File: config.mk
export PLATFORM = sky130hd
export DESIGN_NAME = card_access_lock_controller_core
export DESIGN_NICKNAME = d
export VERILOG_FILES = /design/src/rtl/cal_pkg.sv /design/src/rtl/card_access_lock_controller_core.sv /design/src/rtl/cal_cfg_regs.sv /design/src/rtl/cal_matcher.sv
export VERILOG_INCLUDE_DIRS = /design/src /design/src/rtl
export SDC_FILE = /design/constraint.sdc
export NUM_CORES = 1
export LEC_CHECK = 0
export ABC_AREA = 1
export BUFFER_PORTS_ARGS = -buffer_cell sky130_fd_sc_hd__buf_2
export CORE_MARGIN = 5
export CORE_UTILIZATION = 59
export DETAILED_ROUTE_END_ITERATION = 10
export MAX_ROUTING_LAYER = met4
export PLACE_DENSITY_LB_ADDON = 0.15
export RECOVER_POWER = 25
export SYNTH_ARGS = -nofsm -noshare
export SYNTH_HDL_FRONTEND = slang
export SYNTH_HIERARCHICAL = 1
export SYNTH_SLANG_ARGS = --single-unit
File: constraint.sdc
create_clock -name clk -period 4.25 [get_ports clk]
set_clock_uncertainty 0.15 [all_clocks]
set_input_delay 0 -clock clk [delete_from_list [all_inputs] [get_ports clk]]
set_output_delay 0 -clock clk [all_outputs]
set_load 0.02 [all_outputs]
File: src/rtl/assert_macros.svh
// Assertion macros used by the RTL of the card access lock controller.
// No dependencies; compiled away when SYNTHESIS is defined.
`ifndef ASSERT_MACROS_SVH
`define ASSERT_MACROS_SVH
`ifndef SYNTHESIS
// Clocked check, disabled while reset is asserted
`define CAL_ASSERT(lbl, ck, rstn, prop, msg) \
    lbl: assert property (@(posedge ck) disable iff (!(rstn)) (prop)) else $error(msg);
// Clocked check that also holds during reset
`define CAL_ASSERT_ALWAYS(lbl, ck, prop, msg) \
    lbl: assert property (@(posedge ck) (prop)) else $error(msg);
`else
`define CAL_ASSERT(lbl, ck, rstn, prop, msg)
`define CAL_ASSERT_ALWAYS(lbl, ck, prop, msg)
`endif
`endif

File: src/rtl/cal_pkg.sv
// Shared types, widths, register indexes and helpers of the card access lock controller.
// No dependencies.
package cal_pkg;

    localparam int UID_W      = 56;
    localparam int LEN_W      = 4;
    localparam int OPLEN_W    = 3;
    localparam int ANGLE_W    = 8;
    localparam int STAMP_W    = 32;
    localparam int COOL_W     = 16;
    localparam int SLOT_W     = 8;
    localparam int DELTA_W    = 9;
    localparam int CFG_IDX_W  = 3;
    localparam int MAX_UID_BYTES = UID_W / 8;
    localparam int MAX_OPERATORS = 2;

    localparam int DEF_NUM_OPERATORS = 2;
    localparam int DEF_UID_BYTES     = 7;

    localparam logic [UID_W-1:0]   RST_OP0_UID     = 56'h0000_0029_9115_59;
    localparam logic [OPLEN_W-1:0] RST_OP0_LEN     = 3'd4;
    localparam logic [UID_W-1:0]   RST_OP1_UID     = 56'h0000_00B0_E7C0_61;
    localparam logic [OPLEN_W-1:0] RST_OP1_LEN     = 3'd4;
    localparam logic [COOL_W-1:0]  RST_COOLDOWN    = 16'd1000;
    localparam logic [ANGLE_W-1:0] RST_LOCKED_ANG  = 8'd0;
    localparam logic [ANGLE_W-1:0] RST_UNLOCK_ANG  = 8'd90;

    // configuration register indexes
    localparam logic [CFG_IDX_W-1:0] REG_OP0_UID         = 3'd0;
    localparam logic [CFG_IDX_W-1:0] REG_OP0_LENGTH      = 3'd1;
    localparam logic [CFG_IDX_W-1:0] REG_OP1_UID         = 3'd2;
    localparam logic [CFG_IDX_W-1:0] REG_OP1_LENGTH      = 3'd3;
    localparam logic [CFG_IDX_W-1:0] REG_COOLDOWN_MS     = 3'd4;
    localparam logic [CFG_IDX_W-1:0] REG_LOCKED_ANGLE    = 3'd5;
    localparam logic [CFG_IDX_W-1:0] REG_UNLOCKED_ANGLE  = 3'd6;

    typedef enum logic [1:0] {
        EV_NONE       = 2'd0,
        EV_UNLOCKED   = 2'd1,
        EV_LOCKED     = 2'd2,
        EV_UNKNOWN    = 2'd3
    } event_t;

    typedef struct packed {
        logic [MAX_OPERATORS-1:0][UID_W-1:0]   op_uid;
        logic [MAX_OPERATORS-1:0][OPLEN_W-1:0] op_len;
        logic [COOL_W-1:0]                     cooldown;
        logic [ANGLE_W-1:0]                    locked_angle;
        logic [ANGLE_W-1:0]                    unlocked_angle;
    } cfg_t;

    typedef struct packed {
        logic             hit;
        logic             idx;
        logic [UID_W-1:0] report_uid;
    } match_t;

    // keeps the low n bytes of a UID word
    function automatic logic [UID_W-1:0] byte_mask(input logic [LEN_W-1:0] n);
        logic [UID_W-1:0] m;
        m = '0;
        for (int i = 0; i < MAX_UID_BYTES; i++)
        begin
            if (LEN_W'(i) < n)
            begin
                m[8*i +: 8] = 8'hFF;
            end
        end
        return m;
    endfunction

endpackage

File: src/rtl/card_access_lock_controller_core.sv
// Top level of the card access lock controller: poll register, lock state and result register.
// Depends on cal_pkg, cal_cfg_regs, cal_matcher and assert_macros.svh.
//
// One result item per poll item. An accepted poll sits in the input register, is
// evaluated there against the lock state (servo step, cooldown check, operator lookup)
// and moves into the result register, which drives m_tvalid, once that register is
// empty or being read; a new poll can be taken every cycle while m_tready is
// high. The lock state is updated at the same edge the result is registered, so the
// following poll always sees it. Configuration writes are taken in any cycle.
`include "assert_macros.svh"

module card_access_lock_controller_core #(
    parameter int NUM_OPERATORS = cal_pkg::DEF_NUM_OPERATORS,
    parameter int UID_BYTES     = cal_pkg::DEF_UID_BYTES
) (
    input  logic                           clk,
    input  logic                           rst_n,
    input  logic                           s_tvalid,
    output logic                           s_tready,
    // now_ms[31:0], card_uid[87:32], card_length[91:88], free_slots[99:92], zero pad
    input  logic [103:0]                   s_tdata,
    // command
    input  logic                           s_tuser,
    output logic                           m_tvalid,
    input  logic                           m_tready,
    // operator_index[0], egg_delta[9:1], servo_angle[17:10], door_unlocked[18],
    // reported_uid[74:19], reported_length[78:75], zero pad
    output logic [79:0]                    m_tdata,
    // event_res
    output logic [1:0]                     m_tuser,
    input  logic                           cfg_valid,
    output logic                           cfg_ready,
    input  logic [cal_pkg::CFG_IDX_W-1:0]  cfg_index,
    input  logic [cal_pkg::UID_W-1:0]      cfg_data
);

    cal_pkg::cfg_t   cfg;
    cal_pkg::match_t match;

    // input register
    logic                              in_valid_reg;
    logic                              cmd_reg;
    logic [cal_pkg::STAMP_W-1:0]       now_reg;
    logic [cal_pkg::UID_W-1:0]         uid_reg;
    logic [cal_pkg::LEN_W-1:0]         len_reg;
    logic [cal_pkg::SLOT_W-1:0]        slots_reg;

    // lock state
    logic                              lock_open_reg, lock_open_next;
    logic [cal_pkg::STAMP_W-1:0]       stamp_reg, stamp_next;
    logic [cal_pkg::SLOT_W-1:0]        slots_unlock_reg, slots_unlock_next;
    logic [cal_pkg::ANGLE_W-1:0]       cur_angle_reg, cur_angle_next;
    logic [cal_pkg::ANGLE_W-1:0]       tgt_angle_reg, tgt_angle_next;

    // result register
    logic                              out_valid_reg;
    cal_pkg::event_t                   event_reg, event_next;
    logic                              opi_reg, opi_next;
    logic [cal_pkg::DELTA_W-1:0]       delta_reg, delta_next;   // two's complement
    logic [cal_pkg::UID_W-1:0]         ruid_reg, ruid_next;
    logic [cal_pkg::LEN_W-1:0]         rlen_reg, rlen_next;

    logic                              advance;
    logic                              in_cooldown;
    logic [cal_pkg::STAMP_W-1:0]       elapsed;

    cal_cfg_regs #(
        .NUM_OPERATORS (NUM_OPERATORS)
    ) u_cfg (
        .clk       (clk),
        .rst_n     (rst_n),
        .cfg_valid (cfg_valid),
        .cfg_ready (cfg_ready),
        .cfg_index (cfg_index),
        .cfg_data  (cfg_data),
        .cfg       (cfg)
    );

    cal_matcher #(
        .NUM_OPERATORS (NUM_OPERATORS),
        .UID_BYTES     (UID_BYTES)
    ) u_match (
        .cfg         (cfg),
        .card_uid    (uid_reg),
        .card_length (len_reg),
        .match       (match)
    );

    assign advance  = in_valid_reg && (!out_valid_reg || m_tready);
    assign s_tready = !in_valid_reg || advance;

    always_ff @(posedge clk or negedge rst_n)
    begin
        if (!rst_n)
        begin
            in_valid_reg <= 1'b0;
        end
        else if (s_tready)
        begin
            in_valid_reg <= s_tvalid;
        end
    end

    always_ff @(posedge clk)
    begin
        if (s_tvalid && s_tready)
        begin
            cmd_reg   <= s_tuser;
            now_reg   <= s_tdata[31:0];
            uid_reg   <= s_tdata[87:32];
            len_reg   <= s_tdata[91:88];
            slots_reg <= s_tdata[99:92];
        end
    end

    // a stamp of zero means no earlier read, so no cooldown
    assign elapsed     = now_reg - stamp_reg;
    assign in_cooldown = (stamp_reg != '0)
                         && (elapsed < {{(cal_pkg::STAMP_W-cal_pkg::COOL_W){1'b0}}, cfg.cooldown});

    always_comb
    begin
        if (cur_angle_reg < tgt_angle_reg)
        begin
            cur_angle_next = cur_angle_reg + 1'b1;
        end
        else if (cur_angle_reg > tgt_angle_reg)
        begin
            cur_angle_next = cur_angle_reg - 1'b1;
        end
        else
        begin
            cur_angle_next = cur_angle_reg;
        end

        lock_open_next    = lock_open_reg;
        stamp_next        = stamp_reg;
        slots_unlock_next = slots_unlock_reg;
        tgt_angle_next    = tgt_angle_reg;
        event_next        = cal_pkg::EV_NONE;
        opi_next          = 1'b0;
        delta_next        = '0;
        ruid_next         = '0;
        rlen_next         = '0;

        if (cmd_reg && !in_cooldown)
        begin
            stamp_next = now_reg;
            if (match.hit)
            begin
                opi_next       = match.idx;
                lock_open_next = !lock_open_reg;
                if (!lock_open_reg)
                begin
                    tgt_angle_next    = cfg.unlocked_angle;
                    slots_unlock_next = slots_reg;
                    event_next        = cal_pkg::EV_UNLOCKED;
                end
                else
                begin
                    tgt_angle_next = cfg.locked_angle;
                    delta_next     = {1'b0, slots_unlock_reg} - {1'b0, slots_reg};
                    event_next     = cal_pkg::EV_LOCKED;
                end
            end
            else
            begin
                event_next = cal_pkg::EV_UNKNOWN;
                ruid_next  = match.report_uid;
                rlen_next  = len_reg;
            end
        end
    end

    always_ff @(posedge clk or negedge rst_n)
    begin
        if (!rst_n)
        begin
            lock_open_reg    <= 1'b0;
            stamp_reg        <= '0;
            slots_unlock_reg <= '0;
            cur_angle_reg    <= cal_pkg::RST_LOCKED_ANG;
            tgt_angle_reg    <= cal_pkg::RST_LOCKED_ANG;
            out_valid_reg    <= 1'b0;
        end
        else
        begin
            if (advance)
            begin
                lock_open_reg    <= lock_open_next;
                stamp_reg        <= stamp_next;
                slots_unlock_reg <= slots_unlock_next;
                cur_angle_reg    <= cur_angle_next;
                tgt_angle_reg    <= tgt_angle_next;
                out_valid_reg    <= 1'b1;
            end
            else if (m_tready)
            begin
                out_valid_reg <= 1'b0;
            end
        end
    end

    always_ff @(posedge clk)
    begin
        if (advance)
        begin
            event_reg <= event_next;
            opi_reg   <= opi_next;
            delta_reg <= delta_next;
            ruid_reg  <= ruid_next;
            rlen_reg  <= rlen_next;
        end
    end

    // servo angle and door state are the state registers themselves, updated with the result
    assign m_tvalid = out_valid_reg;
    assign m_tuser  = event_reg;
    assign m_tdata  = {1'b0, rlen_reg, ruid_reg, lock_open_reg, cur_angle_reg,
                       delta_reg, opi_reg};

    `CAL_ASSERT(a_unlock_opens, clk, rst_n,
        (out_valid_reg && (event_reg == cal_pkg::EV_UNLOCKED)) |-> lock_open_reg,
        "unlock event with door reported locked")
    `CAL_ASSERT(a_delta_only_on_lock, clk, rst_n,
        (out_valid_reg && (event_reg != cal_pkg::EV_LOCKED)) |-> (delta_reg == '0),
        "egg delta set outside a lock event")
    `CAL_ASSERT(a_report_only_unknown, clk, rst_n,
        (out_valid_reg && (event_reg != cal_pkg::EV_UNKNOWN))
            |-> ((rlen_reg == '0) && (ruid_reg == '0)),
        "card report outside an unregistered card event")
    `CAL_ASSERT(a_servo_one_step, clk, rst_n,
        advance |=> ((cur_angle_reg == $past(cur_angle_reg))
                     || (cur_angle_reg == $past(cur_angle_reg) + 8'd1)
                     || (cur_angle_reg == $past(cur_angle_reg) - 8'd1)),
        "servo moved more than one degree in a poll")
    `CAL_ASSERT(a_state_holds_when_idle, clk, rst_n,
        !advance |=> ($stable(cur_angle_reg) && $stable(lock_open_reg) && $stable(stamp_reg)),
        "lock state changed without a poll")

endmodule

File: src/rtl/cal_cfg_regs.sv
// Configuration register file of the card access lock controller.
// Depends on cal_pkg.
module cal_cfg_regs #(
    parameter int NUM_OPERATORS = cal_pkg::DEF_NUM_OPERATORS
) (
    input  logic                           clk,
    input  logic                           rst_n,
    input  logic                           cfg_valid,
    output logic                           cfg_ready,
    input  logic [cal_pkg::CFG_IDX_W-1:0]  cfg_index,
    input  logic [cal_pkg::UID_W-1:0]      cfg_data,
    output cal_pkg::cfg_t                  cfg
);

    cal_pkg::cfg_t cfg_reg;

    assign cfg_ready = 1'b1;
    assign cfg       = cfg_reg;

    always_ff @(posedge clk or negedge rst_n)
    begin
        if (!rst_n)
        begin
            cfg_reg.op_uid[0]      <= cal_pkg::RST_OP0_UID;
            cfg_reg.op_len[0]      <= cal_pkg::RST_OP0_LEN;
            cfg_reg.op_uid[1]      <= cal_pkg::RST_OP1_UID;
            // an absent second entry is held unused
            cfg_reg.op_len[1]      <= (NUM_OPERATORS > 1) ? cal_pkg::RST_OP1_LEN : '0;
            cfg_reg.cooldown       <= cal_pkg::RST_COOLDOWN;
            cfg_reg.locked_angle   <= cal_pkg::RST_LOCKED_ANG;
            cfg_reg.unlocked_angle <= cal_pkg::RST_UNLOCK_ANG;
        end
        else if (cfg_valid && cfg_ready)
        begin
            unique case (cfg_index)
                cal_pkg::REG_OP0_UID:        cfg_reg.op_uid[0] <= cfg_data;
                cal_pkg::REG_OP0_LENGTH:     cfg_reg.op_len[0] <= cfg_data[cal_pkg::OPLEN_W-1:0];
                cal_pkg::REG_OP1_UID:
                begin
                    if (NUM_OPERATORS > 1)
                    begin
                        cfg_reg.op_uid[1] <= cfg_data;
                    end
                end
                cal_pkg::REG_OP1_LENGTH:
                begin
                    if (NUM_OPERATORS > 1)
                    begin
                        cfg_reg.op_len[1] <= cfg_data[cal_pkg::OPLEN_W-1:0];
                    end
                end
                cal_pkg::REG_COOLDOWN_MS:    cfg_reg.cooldown <= cfg_data[cal_pkg::COOL_W-1:0];
                cal_pkg::REG_LOCKED_ANGLE:   cfg_reg.locked_angle <= cfg_data[cal_pkg::ANGLE_W-1:0];
                cal_pkg::REG_UNLOCKED_ANGLE: cfg_reg.unlocked_angle <= cfg_data[cal_pkg::ANGLE_W-1:0];
                default: ;
            endcase
        end
    end

endmodule

File: src/rtl/cal_matcher.sv
// Operator table lookup: compares a card UID with every entry in parallel.
// Depends on cal_pkg.
module cal_matcher #(
    parameter int NUM_OPERATORS = cal_pkg::DEF_NUM_OPERATORS,
    parameter int UID_BYTES     = cal_pkg::DEF_UID_BYTES
) (
    input  cal_pkg::cfg_t                  cfg,
    input  logic [cal_pkg::UID_W-1:0]      card_uid,
    input  logic [cal_pkg::LEN_W-1:0]      card_length,
    output cal_pkg::match_t                match
);

    localparam logic [cal_pkg::LEN_W-1:0] MaxLen = cal_pkg::LEN_W'(UID_BYTES);

    always_comb
    begin
        logic                          len_ok;
        logic [cal_pkg::UID_W-1:0]     mask;
        logic [cal_pkg::LEN_W-1:0]     rep_len;
        len_ok  = (card_length != '0) && (card_length <= MaxLen);
        mask    = cal_pkg::byte_mask(card_length);
        rep_len = (card_length > MaxLen) ? MaxLen : card_length;
        match.hit = 1'b0;
        match.idx = 1'b0;
        match.report_uid = card_uid & cal_pkg::byte_mask(rep_len);
        // walk downwards so that the lowest matching entry wins
        for (int i = NUM_OPERATORS - 1; i >= 0; i--)
        begin
            if (len_ok && (cfg.op_len[i] != '0)
                && ({1'b0, cfg.op_len[i]} == card_length)
                && (((card_uid ^ cfg.op_uid[i]) & mask) == '0))
            begin
                match.hit = 1'b1;
                match.idx = 1'(i);
            end
        end
    end

endmodule

==> key figures, run 1 <==
Critical path
  • Crit-path cells: ha_1 -> fa_1 -> inv_1 -> nand2_1 -> nand3_1 -> nand2_1 -> nand2_1 -> xor2_1 -> ha_1 -> nand2_1 -> o21ai_0 -> nor2_1 -> nand2_1 -> nor2_1 -> nand2_1 -> nor2_1 -> nand2_1 -> nor2_2 -> nand3_4 -> nand2_4 -> inv_2 -> nand2_8 -> clkbuf_16 -> nor2_1
  • Req. time, crit path: 4.42 ns
  • R2r setup slk: 0.27 ns
  • CP arrival: 4.16 ns
  • Critical path endpoint category: flop
  • Most frequent CP cell: nand2_1
  • Worst Setup Start Kind: flop
  • R2R depth: 24
  • R2R Path Start: stamp_reg[0]
  • Setup CP Type: flop to flop
  • Worst path max stage delay: 0.42 ns
  • CP Max Fanout: 15
  • Crit-path leading delay family: simple AND/OR/NAND/NOR gates
  • R2r endpoint: rlen_reg[2]
  • Slowest CP cell: fa_1
  • CP Buf/Inv Count: 3

Clock tree
  • CTS root buffer: clkbuf_16
  • CTS tree: yes
  • Setup Buffers After CTS: 0
  • Worst-skew pair later-pin latency: slightly below 0.6 ns
  • CTS Buf Count: 41
  • Clk sinks: ~380
  • Clk slew on worst S/H paths: 0.07 ns
  • Clk buf depth: 3
  • Total number of H-tree levels: 2

Cells and area
  • Layout cells sized above 1: 12.5%
  • Layout Nets: 3,406
  • Fill cells: 2,528
  • Syn-to-layout area delta: 27.1%
  • Final cell count without fillers: 3,667
  • Max FFs per register: 150

Synthesis
  • Syn nets: 2,893
  • Post-synthesis sequential area ratio: 50.1%
  • Post-synth cell types: 41
  • Ys Warns: 6
  • Synth area leader: edfxtp_1
  • Top-area cell type share of the netlist area: 24.9%
  • Top_reg_cell synth: edfxtp_1
  • Synth Area per Inst: around 7.9 um^2
  • Synthesized flop and latch total: between 300 and 400
  • Synth Instances: 2,653
  • Area contributors post-synth: edfxtp_1 25%, dfrtp_1 20%, nand2_1 19%, inv_1 7.6%, dfstp_2 4.9%
  • EDFF count, synth: between 150 and 200
  • Most frequent cells after synthesis: 1,046 x nand2_1, 421 x inv_1, 235 x nor2_1
  • Post-Syn Area: 20,900 um^2
  • Async set or reset register ratio after synthesis: 54.7%
  • Count leader, synth: nand2_1

Detailed routing
  • Wirelength per Cell: 16.9 um
  • First-pass iteration count of the detailed router: 8
  • Final WL: ~62,000 um
  • Initial DRC count: 1,585
  • Vias: 19,200
  • Final ANT Viol Nets: 0
  • Via-to-Cell Ratio: 5.24
  • Residual DRC: 0

GRT
  • Total gr overflow: 0
  • Pin count of the biggest net entering global routing: 71
  • Vias in the first global route: between 15,000 and 20,000
  • GRT Overall Usage: 31.9%
  • First-pass GRT wire length: about 98,000 um
  • Initial antenna violation count: 4

Placement
  • Placed Cells: 3,314
  • DP Worst Slack: around 0.23 ns
  • Gp weighted congestion: 0.934
  • Port buffer count: approximately 250
  • Detail Placement HPWL: 37,900 um

Pwr
  • LEAKAGE: 13.6 nW
  • Power density cells: 486 nW/um^2
  • Worst VDD drop: 504 uV

Floorplan
  • Initial Util: 59.2%
  • Die area: 39,300 um^2
  • Core area: 35,300 um^2
  • Die Ht: 198 um
  • Die X: 198 um
  • I/O pin cnt: 254
  • Std-Cell Rows: 69

STA
  • Pins over their slew limit: 44
  • Final period utilization: 93.8%
  • Slew @ Worst Pin: 3.08 ns
  • WHS: 0.0247 ns
  • Slew HR: -105%
  • FMAX: 251 MHz
  • Final hold vios: 0
  • Total negative slack: 0 ns
  • Post-route minimum period: between 3 and 4 ns
  • Setup violators final: 0
  • Fin worst setup slack: 0.265 ns

Worst hold path
  • Hold Crit Depth: 2
  • Min-Delay Path Class: primary input to flop
  • Min-delay src: s_tdata[72]
  • Worst Hold End: uid_reg[40]

Job
  • Maxcap violations: 1

Outcome
  • Failing checks: capacitance limit, slew limit
  • Outcome: finished, violations left
-- worst reg2reg max path: stages (launching register included) --
cell,delay (ns)
dfrtp_1,0.40
ha_1,0.21
fa_1,0.42
inv_1,0.13
nand2_1,0.07
nand3_1,0.14
nand2_1,0.07
nand2_1,0.09
xor2_1,0.22
ha_1,0.27
nand2_1,0.07
o21ai_0,0.09
nor2_1,0.10
nand2_1,0.05
nor2_1,0.08
nand2_1,0.07
nor2_1,0.08
nand2_1,0.06
nor2_2,0.12
nand3_4,0.12
nand2_4,0.10
inv_2,0.15
nand2_8,0.16
clkbuf_16,0.22
nor2_1,0.08
-- power breakdown --
| part | internal (W) | switching (W) | total, W |
|---|---|---|---|
| sequential | 0.00454 | 0.000406 | 0.00494 |
| clock | 0.00219 | 0.00160 | 0.00379 |
| combinational | 0.00156 | 0.00260 | 0.00417 |
-- through the flow --
| stage | utilization [%] | power, W | area (um^2) |
|---|---|---|---|
| after floorplan | - | 0.00777 | 20900 |
| after global placement | 63.6 | 0.00866 | 22500 |
| after detailed placement | 63.6 | 0.00882 | 22500 |
| after CTS | 75.2 | 0.0128 | 26600 |
| after global routing | 75.2 | 0.0137 | 26600 |
| final | 75.2 | 0.0129 | 26600 |
-- layout by cell type (no fill, tap or decap), types with 5 or more instances in the layout --
cell,n
clkinv_2,11
dfstp_2,39
a21oi_1,39
buf_2,177
inv_2,8
nor3_1,5
dlygate4sd3_1,266
nor2_1,234
o21ai_0,17
nand2_2,11
ha_1,66
nor2_2,18
inv_1,419
o21ai_2,30
clkbuf_1,72
buf_4,15
diode_2,7
or2_2,5
edfxtp_1,173
nand3_1,193
clkbuf_16,43
nand4_1,11
clkinvlp_4,5
dfrtp_1,170
xnor2_1,30
nand2_1,1044
xor2_1,31
bufinv_16,6
-- layout make-up --
class / instances / area [um^2] / area share, %
diodes: 7 / 17.5 / 0.0659
inverters: 430 / 1620 / 6.10
multi-input cells: 1777 / 8420 / 31.7
well taps: 461 / 577 / 2.17
clock inverters: 31 / 347 / 1.30
repair buffers: 534 / 4060 / 15.3
clock buffers: 45 / 1060 / 3.99
flip-flops and latches: 382 / 10500 / 39.4
-- worst max-delay path by stage --
stage                      from          endpoint  slack, ns  cells past startpoint
2_1_floorplan  cur_angle_reg[0]  cur_angle_reg[7]       0.74                     18
3_3_place_gp       stamp_reg[0]      ruid_reg[55]       0.32                     24
3_5_place_dp   cur_angle_reg[1]  cur_angle_reg[7]       0.23                     16
4_1_cts        cur_angle_reg[1]  cur_angle_reg[7]       0.19                     16
5_1_grt            stamp_reg[9]      ruid_reg[27]     -0.007                     25
6_report           stamp_reg[0]       rlen_reg[2]       0.27                     24
-- logic make-up (layout without fill, tap and decap cells) --
family,after synthesis,after routing,synth area share [%]
buffers and inverters,494,1040,9.85
xor gates and xnor gates,61,61,2.56
AOI/OAI and AO/OA,98,98,3.00
adders and majority gates,71,71,4.36
DFF,382,382,50.1
and+or+nand+nor,1545,1545,30.1
other,2,9,0.0359
-- per-layer routing --
metal  track usage [%]  vias to the layer above  routed length (um)
met5                 -                        -                   0
met4              10.1                        0                2100
met3              4.54                      180                4680
met2              53.7                      888               30800
met1              40.2                     8960               24500
li1                  -                     9172                   -
-- timing repair --
action                                 in CTS  in global routing
endpoints found under the hold margin     377                  1
setup endpoints to repair                   0                 61
hold buffers                              266                  1
gates resized for setup                     0                  7
No activity file was read; power rests on OpenSTA's default activity.
==> run 2, diff against run 1 <==
ABC_CLOCK_PERIOD_IN_PS = 4250   (was default)
CORE_MARGIN = 10   (was 5)
==> key figures, run 2 (synthesized netlist as in run 1, its figures left out) <==
STA
  • WHS: roughly 0.012 ns
  • Slew @ Worst Pin: between 3 and 4 ns
  • Setup violators final: 0
  • Final period utilization: 93.8%
  • Final hold vios: 0
  • Pins over their slew limit: 120
  • RSZ-0062 raised after global routing: true
  • Slew HR: -111%
  • FMAX: 251 MHz
  • Post-route minimum period: 3.99 ns

Clock tree
  • Setup Buffers After CTS: 0
  • Worst-skew pair later-pin latency: ~0.58 ns
  • CTS tree: yes
  • Total number of H-tree levels: 2
  • CTS root buffer: clkbuf_16
  • Clk buf depth: 3
  • Clk slew on worst S/H paths: 0.06 ns
  • Clk sinks: 382
  • CTS Buf Count: between 40 and 50

Placement
  • DP Area: approximately 22,000 um^2
  • Port buffer count: 247
  • Detail Placement HPWL: 39,100 um
  • Gp weighted congestion: 0.914

Critical path
  • Crit-path cells: ha_1 -> nand2_1 -> inv_1 -> nand2_1 -> nor3_1 -> nand2_1 -> nand2_1 -> xor2_1 -> ha_1 -> a21oi_1 -> o21ai_0 -> nor2_1 -> nand2_1 -> nor2_1 -> nand2_1 -> nor2_1 -> nand2_1 -> nor2_2 -> nand3_4 -> nand2_4 -> inv_2 -> nand2_8 -> buf_12 -> nor2_1
  • R2r setup slk: 0.26 ns
  • R2R Path Start: now_reg[14]
  • Setup CP Type: flop to flop
  • CP arrival: 4.16 ns
  • CP Depth: 24
  • Worst Setup Start Kind: flop
  • Slowest CP cell: ha_1
  • Worst path max stage delay: 0.42 ns
  • Most frequent CP cell: nand2_1
  • Critical path endpoint category: flop
  • CP Buf/Inv Count: 3
  • R2r endpoint: ruid_reg[53]
  • Crit-path leading delay family: simple AND/OR/NAND/NOR gates
  • Req. time, crit path: 4.42 ns
  • R2R depth: 24
  • CP Max Fanout: 15

GRT
  • Pin count of the biggest net entering global routing: 121
  • GRT Overall Usage: 29.2%
  • Vias in the first global route: ~19,000
  • First-pass GRT wire length: 101,000 um
  • Total gr overflow: 0
  • Initial antenna violation count: 8

Outcome
  • Outcome: finished, violations left
  • Failing checks: capacitance limit, slew limit

Cells and area
  • Commonest cells after routing, fill and taps aside: 1,044 x nand2_1, 419 x inv_1, 268 x dlygate4sd3_1
  • Max FFs per register: 150
  • Layout Nets: around 3,400
  • Syn-to-layout area delta: 27.3%
  • Layout cells sized above 1: 14.1%
  • Final Cell Area: 26,600 um^2
  • Commonest non-fill, non-tap cell in the layout: nand2_1

Pwr
  • LEAKAGE: 13.7 nW
  • Power density cells: 483 nW/um^2
  • Worst VDD drop: between 400 and 500 uV

Detailed routing
  • First-pass iteration count of the detailed router: 8
  • Final ANT Viol Nets: 0
  • Wirelength per Cell: around 17 um
  • Vias: between 15,000 and 20,000
  • Via-to-Cell Ratio: 5.23
  • Initial DRC count: between 1,500 and 2,000
  • Residual DRC: 0
  • Final WL: 63,800 um

Floorplan
  • Std-Cell Rows: between 60 and 70
  • Die Ht: around 210 um
  • Die X: 208 um
  • I/O pin cnt: between 200 and 300
  • Core area: 34,700 um^2
  • Initial Util: 60.2%
  • Die area: 43,400 um^2

Worst hold path
  • Min-Delay Path Class: primary input to flop
  • Min-delay src: s_tdata[68]
  • Worst Hold End: uid_reg[36]
  • Hold Crit Depth: 2

Job
  • Maxcap violations: 1
[run 2: changes by cell type in the layout (fill, tap and decap cells not counted), sizes merged]
cell / before / now
diode: 7 / 8
clkinvlp: 5 / 4
buf: 196 / 249
bufinv: 6 / 4
clkbuf: 117 / 68
inv: 433 / 431
dlygate4sd3: 266 / 268
[run 2: per-layer routing]
metal / routed length (um) / global-route usage, % / up-vias / part of all wire (%)
met5: 0 / - / - / 0
met4: 1490 / 8.42 / 0 / 2.3
met3: 4800 / 4.72 / 132 / 7.5
met2: 32000 / 48.8 / 874 / 50
met1: 25600 / 35.9 / 8973 / 40
li1: - / - / 9164 / -
[run 2: layout make-up]
class | count | area, um^2
repair buffers | 533 | 4110
well taps | 455 | 569
clock inverters | 26 | 249
clock buffers | 52 | 1150
multi-input cells | 1777 | 8420
diodes | 8 | 20.0
inverters | 430 | 1620
flip-flops and latches | 382 | 10500
fillers | 2373 | 8090
[run 2: timing repair]
item	4_1_cts	5_1_grt
resized for setup	0	7
setup endpoints to repair	0	61
hold buffers	267	1
endpoints found under the hold margin	372	1
[run 2: worst max-delay path by stage]
stage | to | slack [ns] | start
floorplan | cur_angle_reg[7] | 0.74 | cur_angle_reg[0]
global placement | ruid_reg[50] | 0.32 | stamp_reg[0]
detailed placement | ruid_reg[54] | 0.22 | stamp_reg[0]
CTS | ruid_reg[48] | 0.21 | stamp_reg[0]
global route | ruid_reg[53] | -0.04 | stamp_reg[13]
finish | ruid_reg[53] | 0.26 | now_reg[14]
[run 2: worst register-to-register path: cells and delay by family (launching register included)]
kind | cells | cell delay [ns]
AO/OA/AOI/OAI | 2 | 0.26
XOR/XNOR | 1 | 0.15
adder cells (fa/ha/maj) | 2 | 0.68
buffers and inverters | 3 | 0.41
flip-flops | 1 | 0.41
AND/OR/NAND/NOR | 16 | 1.67
[run 2: power by group]
group          internal, W  switching [W]
clock              0.00217        0.00155
sequential         0.00454       0.000400
combinational      0.00159        0.00260
[run 2: metrics by stage]
| stage | util [%] | setup TNS, ns | std cells | power, W | worst slack [ns] |
|---|---|---|---|---|---|
| after floorplan | - | 0 | 2653 | 0.00777 | 0.736 |
| after global placement | 64.7 | 0 | 3306 | 0.00868 | 0.321 |
| after detailed placement | 64.7 | 0 | 3306 | 0.00883 | 0.224 |
| after CTS | 76.4 | 0 | 3651 | 0.0127 | 0.207 |
| after global routing | 76.7 | -0.948 | 3663 | 0.0137 | -0.0391 |
| final | 76.7 | 0 | 3663 | 0.0128 | 0.262 |
